**src/sv/smdp_pkg.sv**
```systemverilog
// smdp_pkg: widths, register and mode codes, DTMF tone tables and the
// half-bin tone test shared by the spectral mask and DTMF picker.
// No dependencies.
package smdp_pkg;

  localparam int FREQ_W    = 40;
  localparam int AMP_W     = 16;
  localparam int SPACING_W = 24;
  localparam int MODE_W    = 3;
  localparam int HIGH_HZ_W = 11;
  localparam int LOW_HZ_W  = 10;
  localparam int N_HIGH    = 3;
  localparam int N_LOW     = 4;
  localparam int HCODE_W   = 2;
  localparam int LCODE_W   = 3;
  localparam int ADDR_W    = 4;
  localparam int DATA_W    = 32;

  localparam logic [MODE_W-1:0] MODE_LOWPASS  = 3'd0;
  localparam logic [MODE_W-1:0] MODE_HIGHPASS = 3'd1;
  localparam logic [MODE_W-1:0] MODE_BANDPASS = 3'd2;
  localparam logic [MODE_W-1:0] MODE_BANDSTOP = 3'd3;
  localparam logic [MODE_W-1:0] MODE_DTMF     = 3'd4;

  localparam logic [1:0] REG_MODE     = 2'd0;
  localparam logic [1:0] REG_SPACING  = 2'd1;
  localparam logic [1:0] REG_CUT_LOW  = 2'd2;
  localparam logic [1:0] REG_CUT_HIGH = 2'd3;

  localparam logic [SPACING_W-1:0] SPACING_RST = 24'd2560;
  localparam logic [FREQ_W-1:0]    CUT_OFFSET  = 40'd256;

  localparam logic [HIGH_HZ_W-1:0] HIGH_TONES [N_HIGH] = '{11'd1209, 11'd1336, 11'd1477};
  localparam logic [LOW_HZ_W-1:0]  LOW_TONES  [N_LOW]  =
    '{10'd697, 10'd770, 10'd852, 10'd941};

  typedef logic [FREQ_W-1:0]    freq_t;
  typedef logic [SPACING_W-1:0] spacing_t;
  typedef logic signed [AMP_W-1:0] amp_t;

  typedef struct packed {
    logic [MODE_W-1:0] mode;
    spacing_t          spacing;
    spacing_t          cut_low;
    spacing_t          cut_high;
  } cfg_t;

  // |2*F - 512*T| <= spacing
  function automatic logic tone_near(freq_t freq, logic [HIGH_HZ_W-1:0] tone,
                                     spacing_t spacing);
    logic [FREQ_W:0] twice;
    logic [FREQ_W:0] t;
    logic [FREQ_W:0] d;
    twice = {freq, 1'b0};
    t     = {21'd0, tone, 9'd0};
    d     = (twice >= t) ? (twice - t) : (t - twice);
    return d <= {17'd0, spacing};
  endfunction

endpackage

```
**src/sv/smdp_cfg.sv**
```systemverilog
// smdp_cfg: APB-style register file for mode, bin spacing and cutoffs.
// Depends on smdp_pkg.
module smdp_cfg (
  input  logic                        clk,
  input  logic                        rst_n,
  input  logic                        psel,
  input  logic                        penable,
  input  logic                        pwrite,
  input  logic [smdp_pkg::ADDR_W-1:0] paddr,
  input  logic [smdp_pkg::DATA_W-1:0] pwdata,
  output logic [smdp_pkg::DATA_W-1:0] prdata,
  output logic                        pready,
  output smdp_pkg::cfg_t              cfg
);
  import smdp_pkg::*;

  cfg_t       cfg_r, cfg_nxt;
  logic       wr_en;
  logic [1:0] reg_sel;

  assign pready  = 1'b1;
  assign reg_sel = paddr[3:2];
  assign wr_en   = psel && penable && pwrite && pready;
  assign cfg     = cfg_r;

  always_comb begin
    cfg_nxt = cfg_r;
    if (wr_en) begin
      unique case (reg_sel)
        REG_MODE:     cfg_nxt.mode     = pwdata[MODE_W-1:0];
        REG_SPACING:  cfg_nxt.spacing  = pwdata[SPACING_W-1:0];
        REG_CUT_LOW:  cfg_nxt.cut_low  = pwdata[SPACING_W-1:0];
        REG_CUT_HIGH: cfg_nxt.cut_high = pwdata[SPACING_W-1:0];
      endcase
    end
  end

  always_comb begin
    unique case (reg_sel)
      REG_MODE:     prdata = {29'd0, cfg_r.mode};
      REG_SPACING:  prdata = {8'd0, cfg_r.spacing};
      REG_CUT_LOW:  prdata = {8'd0, cfg_r.cut_low};
      REG_CUT_HIGH: prdata = {8'd0, cfg_r.cut_high};
    endcase
  end

  always_ff @(posedge clk) begin
    if (!rst_n) begin
      cfg_r.mode     <= MODE_LOWPASS;
      cfg_r.spacing  <= SPACING_RST;
      cfg_r.cut_low  <= '0;
      cfg_r.cut_high <= '0;
    end else begin
      cfg_r <= cfg_nxt;
    end
  end

endmodule

```
**src/sv/smdp_tone.sv**
```systemverilog
// smdp_tone: matches a bin frequency against the column and row tone
// tables; first tone in list order wins. Depends on smdp_pkg.
module smdp_tone (
  input  smdp_pkg::freq_t              freq,
  input  smdp_pkg::spacing_t           spacing,
  output logic [smdp_pkg::HCODE_W-1:0] hcode,
  output logic [smdp_pkg::LCODE_W-1:0] lcode
);
  import smdp_pkg::*;

  always_comb begin
    hcode = '0;
    for (int k = N_HIGH - 1; k >= 0; k--) begin
      if (tone_near(freq, HIGH_TONES[k], spacing)) begin
        hcode = HCODE_W'(k + 1);
      end
    end
  end

  always_comb begin
    lcode = '0;
    for (int k = N_LOW - 1; k >= 0; k--) begin
      if (tone_near(freq, {1'b0, LOW_TONES[k]}, spacing)) begin
        lcode = LCODE_W'(k + 1);
      end
    end
  end

endmodule

```
**src/sv/spectral_mask_and_dtmf_picker.sv**
```systemverilog
// spectral_mask_and_dtmf_picker: top level with bin frequency accumulator,
// input stage, mask and DTMF pick logic and result register.
// Depends on smdp_pkg, smdp_cfg, smdp_tone.
//
// Usage: spectrum bins enter one word per cycle on the in_ channel
// (in_valid/in_stall), with in_last_bin on the final bin of a spectrum.
// Bin i is taken to lie at i * bin_spacing. In mask modes every bin gives
// one out_ word; in DTMF mode only the final bin gives a word, carrying the
// strongest column and row tones found in that spectrum.
// Flow: an accepted word waits in the input stage and is loaded into the
// result register when that stage advances, raising out_valid if it emits.
// Throughput: one bin per cycle while in_stall is low; the input stage
// and result register form a two-entry pipeline, and the input stage
// advances whenever the result register is empty or being taken.
// Stall: with out_stall high and a result held, the input stage fills and
// in_stall is high while it holds a word.
// Reset (rst_n low, synchronous): stages empty, bin frequency and tone
// picks cleared, registers reset. The user must write configuration via
// the APB-style port only while no word is in flight; it is not enforced.
module spectral_mask_and_dtmf_picker (
  input  logic                          clk,
  input  logic                          rst_n,
  input  logic                          psel,
  input  logic                          penable,
  input  logic                          pwrite,
  input  logic [smdp_pkg::ADDR_W-1:0]   paddr,
  input  logic [smdp_pkg::DATA_W-1:0]   pwdata,
  output logic [smdp_pkg::DATA_W-1:0]   prdata,
  output logic                          pready,
  input  logic                          in_valid,
  output logic                          in_stall,
  input  logic signed [smdp_pkg::AMP_W-1:0] in_bin_amplitude,
  input  logic                          in_last_bin,
  output logic                          out_valid,
  input  logic                          out_stall,
  output logic signed [smdp_pkg::AMP_W-1:0] out_amplitude_out,
  output logic [smdp_pkg::HIGH_HZ_W-1:0] out_high_tone_hz,
  output logic [smdp_pkg::LOW_HZ_W-1:0] out_low_tone_hz,
  output logic                          out_last_out
);
  import smdp_pkg::*;

  cfg_t cfg;

  freq_t freq_r, freq_nxt;
  logic [FREQ_W:0] freq_sum;

  logic  s1_valid_r, s1_valid_nxt;
  amp_t  s1_amp_r;
  logic  s1_last_r;
  freq_t s1_freq_r;

  amp_t               hbest_r, hbest_nxt, hbest_upd;
  logic [HCODE_W-1:0] hcode_r, hcode_nxt, hcode_upd;
  logic               hfound_r, hfound_nxt, hfound_upd;
  amp_t               lbest_r, lbest_nxt, lbest_upd;
  logic [LCODE_W-1:0] lcode_r, lcode_nxt, lcode_upd;
  logic               lfound_r, lfound_nxt, lfound_upd;

  logic               out_valid_r, out_valid_nxt;
  amp_t               out_amp_r, out_amp_nxt;
  logic [HIGH_HZ_W-1:0] out_high_r, out_high_nxt;
  logic [LOW_HZ_W-1:0]  out_low_r, out_low_nxt;
  logic               out_last_r;

  logic in_accept, s1_adv, s1_done, dtmf, emit, keep, h_take, l_take;
  logic [HCODE_W-1:0] hcode_bin;
  logic [LCODE_W-1:0] lcode_bin;
  logic [1:0]         hidx, lidx;
  freq_t              lim1, lim2;

  smdp_cfg u_cfg (
    .clk     (clk),
    .rst_n   (rst_n),
    .psel    (psel),
    .penable (penable),
    .pwrite  (pwrite),
    .paddr   (paddr),
    .pwdata  (pwdata),
    .prdata  (prdata),
    .pready  (pready),
    .cfg     (cfg)
  );

  smdp_tone u_tone (
    .freq    (s1_freq_r),
    .spacing (cfg.spacing),
    .hcode   (hcode_bin),
    .lcode   (lcode_bin)
  );

  assign s1_adv    = !out_valid_r || !out_stall;
  assign in_stall  = s1_valid_r && !s1_adv;
  assign in_accept = in_valid && !in_stall;
  assign s1_done   = s1_valid_r && s1_adv;

  assign freq_sum = {1'b0, freq_r} + {17'd0, cfg.spacing};
  always_comb begin
    freq_nxt = freq_r;
    if (in_accept) begin
      if (in_last_bin) begin
        freq_nxt = '0;
      end else if (freq_sum[FREQ_W]) begin
        freq_nxt = '1;
      end else begin
        freq_nxt = freq_sum[FREQ_W-1:0];
      end
    end
  end

  assign s1_valid_nxt = in_accept ? 1'b1 : (s1_adv ? 1'b0 : s1_valid_r);

  assign dtmf = (cfg.mode == MODE_DTMF);
  assign emit = !dtmf || s1_last_r;
  assign lim1 = {15'd0, cfg.cut_low, 1'b0} + CUT_OFFSET;
  assign lim2 = {15'd0, cfg.cut_high, 1'b0} + CUT_OFFSET;

  always_comb begin
    unique case (cfg.mode)
      MODE_LOWPASS:  keep = s1_freq_r < lim1;
      MODE_HIGHPASS: keep = s1_freq_r > lim1;
      MODE_BANDPASS: keep = (s1_freq_r > lim1) && (s1_freq_r < lim2);
      MODE_BANDSTOP: keep = (s1_freq_r < lim1) || (s1_freq_r > lim2);
      default:       keep = 1'b1;
    endcase
  end

  assign h_take = dtmf && (hcode_bin != '0) && (!hfound_r || (s1_amp_r > hbest_r));
  assign l_take = dtmf && (lcode_bin != '0) && (!lfound_r || (s1_amp_r > lbest_r));

  assign hbest_upd  = h_take ? s1_amp_r : hbest_r;
  assign hcode_upd  = h_take ? hcode_bin : hcode_r;
  assign hfound_upd = hfound_r || h_take;
  assign lbest_upd  = l_take ? s1_amp_r : lbest_r;
  assign lcode_upd  = l_take ? lcode_bin : lcode_r;
  assign lfound_upd = lfound_r || l_take;

  assign hidx = hcode_upd - 2'd1;
  assign lidx = 2'(lcode_upd - 3'd1);

  always_comb begin
    hbest_nxt  = hbest_r;
    hcode_nxt  = hcode_r;
    hfound_nxt = hfound_r;
    lbest_nxt  = lbest_r;
    lcode_nxt  = lcode_r;
    lfound_nxt = lfound_r;
    if (s1_done) begin
      if (s1_last_r) begin
        hbest_nxt  = '0;
        hcode_nxt  = '0;
        hfound_nxt = 1'b0;
        lbest_nxt  = '0;
        lcode_nxt  = '0;
        lfound_nxt = 1'b0;
      end else begin
        hbest_nxt  = hbest_upd;
        hcode_nxt  = hcode_upd;
        hfound_nxt = hfound_upd;
        lbest_nxt  = lbest_upd;
        lcode_nxt  = lcode_upd;
        lfound_nxt = lfound_upd;
      end
    end
  end

  assign out_amp_nxt   = (!dtmf && keep) ? s1_amp_r : '0;
  assign out_high_nxt  = (dtmf && hfound_upd) ? HIGH_TONES[hidx] : '0;
  assign out_low_nxt   = (dtmf && lfound_upd) ? LOW_TONES[lidx] : '0;
  assign out_valid_nxt = s1_adv ? (s1_valid_r && emit) : out_valid_r;

  always_ff @(posedge clk) begin
    if (!rst_n) begin
      freq_r      <= '0;
      s1_valid_r  <= 1'b0;
      out_valid_r <= 1'b0;
      hbest_r     <= '0;
      hcode_r     <= '0;
      hfound_r    <= 1'b0;
      lbest_r     <= '0;
      lcode_r     <= '0;
      lfound_r    <= 1'b0;
    end else begin
      freq_r      <= freq_nxt;
      s1_valid_r  <= s1_valid_nxt;
      out_valid_r <= out_valid_nxt;
      hbest_r     <= hbest_nxt;
      hcode_r     <= hcode_nxt;
      hfound_r    <= hfound_nxt;
      lbest_r     <= lbest_nxt;
      lcode_r     <= lcode_nxt;
      lfound_r    <= lfound_nxt;
    end
  end

  always_ff @(posedge clk) begin
    if (in_accept) begin
      s1_amp_r  <= in_bin_amplitude;
      s1_last_r <= in_last_bin;
      s1_freq_r <= freq_r;
    end
    if (s1_done && emit) begin
      out_amp_r  <= out_amp_nxt;
      out_high_r <= out_high_nxt;
      out_low_r  <= out_low_nxt;
      out_last_r <= s1_last_r;
    end
  end

  assign out_valid         = out_valid_r;
  assign out_amplitude_out = out_amp_r;
  assign out_high_tone_hz  = out_high_r;
  assign out_low_tone_hz   = out_low_r;
  assign out_last_out      = out_last_r;

  a_stall_full: assert property (@(posedge clk) disable iff (!rst_n)
    in_stall |-> s1_valid_r && out_valid_r)
    else $error("input stalled while pipeline has room");

  a_freq_restart: assert property (@(posedge clk) disable iff (!rst_n)
    in_accept && in_last_bin |=> freq_r == '0)
    else $error("bin frequency not restarted after final bin");

  a_freq_grow: assert property (@(posedge clk) disable iff (!rst_n)
    in_accept && !in_last_bin |=> freq_r >= $past(freq_r))
    else $error("bin frequency decreased within a spectrum");

  a_tone_final: assert property (@(posedge clk) disable iff (!rst_n)
    out_valid_r && (out_high_r != '0 || out_low_r != '0) |-> out_last_r && out_amp_r == '0)
    else $error("tone reported on a non-final or masked word");

endmodule
```
**config.mk**
```make
export PLATFORM = sky130hd
export DESIGN_NAME = spectral_mask_and_dtmf_picker
export DESIGN_NICKNAME = d
export VERILOG_FILES = /design/src/sv/smdp_pkg.sv /design/src/sv/smdp_cfg.sv /design/src/sv/smdp_tone.sv /design/src/sv/spectral_mask_and_dtmf_picker.sv
export SDC_FILE = /design/constraint.sdc
export NUM_CORES = 1
export LEC_CHECK = 0
export ABC_AREA = 1
export BUFFER_PORTS_ARGS = -buffer_cell sky130_fd_sc_hd__buf_2
export CAP_MARGIN = 30
export CORE_MARGIN = 2
export CORE_UTILIZATION = 31
export DETAILED_ROUTE_END_ITERATION = 10
export GPL_TIMING_DRIVEN = 1
export PLACE_DENSITY = 0.57
export SETUP_SLACK_MARGIN = 0.1
export SYNTH_ARGS = -nofsm -noshare
export SYNTH_HDL_FRONTEND = slang
export SYNTH_SLANG_ARGS = --single-unit
```
**constraint.sdc**
```tcl
create_clock -name clk -period 14 [get_ports clk]
set_input_delay 2.8 -clock clk [delete_from_list [all_inputs] [get_ports clk]]
set_output_delay 2.8 -clock clk [all_outputs]
set_load 0.005 [all_outputs]
```
==> reports/results.ini <==
[cts]
insertion_delay_ns = 0.55
cts-root-buf = clkbuf_16
cts_resized = 0
postCtsSetupBuffers = 0
cts-buffers-inserted = 25
cts_tree = yes
h-tree-depth = 1
cts.sinks = 241
ctsHoldBuffers = 0
clk_pin_slew_ns = 0.07
clk_path_buf_depth = 3

[timing]
hold_violations = 0
grt_setup_unrepaired = false
tightest_slew_ns = 1.09
setup_tns_ns = 0
holdWs_ns = 0.461
relSlewSlack_pct = 26.7
setup_viol = 0
fin_crit_ns = 7.56
slew_violations = 0
fmax_mhz = 132
post-route-period-util_pct = 54.0
skew_ns = 0.0117

[critical_path]
cp-end-kind = flip-flop
cp_slowest_cell = inv_1
ff2ff_setup_slack_ns = 6.44
cpMostUsedCell = nand2_1
worstPathArrival_ns = 8.00
worstSetupPathType = flip-flop to flip-flop
cp_slowest_stage_delay_ns = 0.89
crit_required_ns = 14.44
start_kind = flip-flop
cp_max_fo = 25

[power]
power_switching_w = 0.000701
powerDensity_nw_per_um2 = 67.6
p_clk_share_pct = 34.4
p_int_w = 0.00129
p_comb_share_pct = 26.7
power.leakage_nw = 13.6
totalPowerFinal_w = 0.00199
vdd_drop_max_mv = 0.0838
power_frac_seq_pct = 38.8
p_sw_share_pct = 35.3

[route]
avgViaCountPerCell = 5.41
ant_nets = 0
dr.pass1.iters = 8
wire_per_inst_um = 22.1
first_iter_violations = 3345
routed_wl_mm = 122
vias = 29834
remaining_drc_errors = 0

[die]
core_area_um2 = 86500
initial_utilization_pct = 31.2
die_area_um2 = 89400
die_width_um = 299
row_count = 108
num_io_pins = 133
die_h_um = 299

[yosys]
syn_inst = 4310
synth_top_area_cell = nand2_1
yosysSeqAreaShare_pct = 21.1
syn-cell-area_um2 = 27000
yosysMostFrequentCell = nand2_1
avgSynthCellArea_um2 = 6.26
ys.flop_type = dfxtp_1
synth_cell_types = 58
yosys_warnings = 0
synth_top_area_share_pct = 16.3
synth-edff-count = 86
ys_ff_latch = 241
synth_area_leaders = nand2_1, ha_1, dfxtp_1
ys_top_cells_by_count = nand2_1, nor2_1, inv_1
async_flop_share_pct = 0

[layout]
drive_above_1_share_pct = 6.74
n_fill_cell = 9727
n_antenna_cell = 0
areaGrowthSynthToFinish_pct = 9.07
stdcell_count = 5516
nets = 4692

[place]
dp_cells = 5470
routabilityCongestion = 1.05
dpl.hpwl_mm = 96.9
io_buffers = 111

[min_path]
min_path_type = flip-flop to flip-flop

[job]
cap_violations = 0

[global_route]
grt_pass1_wl_mm = 178
grt_antenna_before_repair = 3
grt_pass1_vias = 27719
grt_use_total_pct = 26.4
grt-ovfl-total = 0
grt_max_degree = 76

[outcome]
status = finished, final reports clean

## cell type report
cell class / count / area (um^2) / area share (%)
Sequential cell: 241 / 5690 / 19.3
Inverter: 495 / 1860 / 6.32
Tap cell: 1155 / 1450 / 4.91
Clock buffer: 29 / 662 / 2.25
Clock inverter: 17 / 161 / 0.549
Timing Repair Buffer: 159 / 957 / 3.25
Multi-Input combinational cell: 3420 / 18700 / 63.4
## registers in the layout, indices dropped and copies added (netlist names), 5 cells and up
| register | cells |
|---|---|
| s1_amp_r | 16 |
| freq_r | 40 |
| out_amplitude_out | 16 |
| lbest_r | 16 |
| s1_freq_r | 40 |
| out_high_tone_hz | 5 |
| out_low_tone_hz | 7 |
| hbest_r | 16 |
| u_cfg.cfg | 75 |
## power by group through the flow
| stage | combinational [W] | sequential (W) | clock [W] |
|---|---|---|---|
| after floorplan | 0.000340 | 0.000776 | 0 |
| after global placement | 0.000509 | 0.000787 | 0 |
| after detailed placement | 0.000514 | 0.000787 | 0 |
| after CTS | 0.000517 | 0.000771 | 0.000700 |
| after global routing | 0.000584 | 0.000774 | 0.000723 |
| final | 0.000532 | 0.000772 | 0.000685 |
## cells in the final DEF, fill, tap and decap left out, types with 112 or more instances in the layout
cell     instances
a21oi_1        331
buf_2          112
dfxtp_1        155
ha_1           289
inv_1          456
nand2_1       1173
nand3_1        265
nor2_1         460
o21ai_0        360
xor2_1         165
## critical path, delay by kind of cell (launching register included)
kind,cells,cell delay (ns)
buf+inv,6,1.88
compound gates,3,0.47
xor+xnor,1,0.28
simple gates,20,3.66
fa+ha+maj,2,0.80
flops,1,0.32
## kinds of logic after synthesis
| logic type | count (synthesis) | share of synthesized area (%) |
|---|---|---|
| adders and majority gates | 290 | 13.5 |
| AOI/OAI and AO/OA | 817 | 16.5 |
| other | 2 | 0.0278 |
| xor gates and xnor gates | 184 | 5.97 |
| buffers and inverters | 658 | 9.93 |
| muxes | 3 | 0.111 |
| DFF | 241 | 21.1 |
| and+or+nand+nor | 2115 | 33.0 |
## metal layers
layer  share of wire (%)  global-route usage, %  vias up
met5               0.025                      0        -
met4                 5.3                   12.7        6
met3                 8.9                   4.14      273
met2                  44                   42.0     1380
met1                  42                   34.8    13917
li1                    -                      -    14258
## per-stage QoR
stage                     worst slack [ns]  utilization [%]  cell area [um^2]
after global placement                6.64             33.0             28500
after floorplan                       7.62                -             27000
after detailed placement              6.86             33.1             28600
after CTS                             6.85             34.0             29400
after global routing                  6.27             34.0             29400
final                                 6.44             34.0             29400
## final timing paths
kind / start / endpoint / cells past startpoint
min: freq_r[34]$_SDFFE_PN0P_ / s1_freq_r[34]$_DFFE_PP_ / 0
max reg2reg: s1_freq_r[11]$_DFFE_PP_ / hbest_r[15]$_SDFFE_PN0P_ / 32
min reg2reg: freq_r[34]$_SDFFE_PN0P_ / s1_freq_r[34]$_DFFE_PP_ / 0
max: s1_freq_r[11]$_DFFE_PP_ / hbest_r[15]$_SDFFE_PN0P_ / 32
No activity file was read; power rests on OpenSTA's default activity.
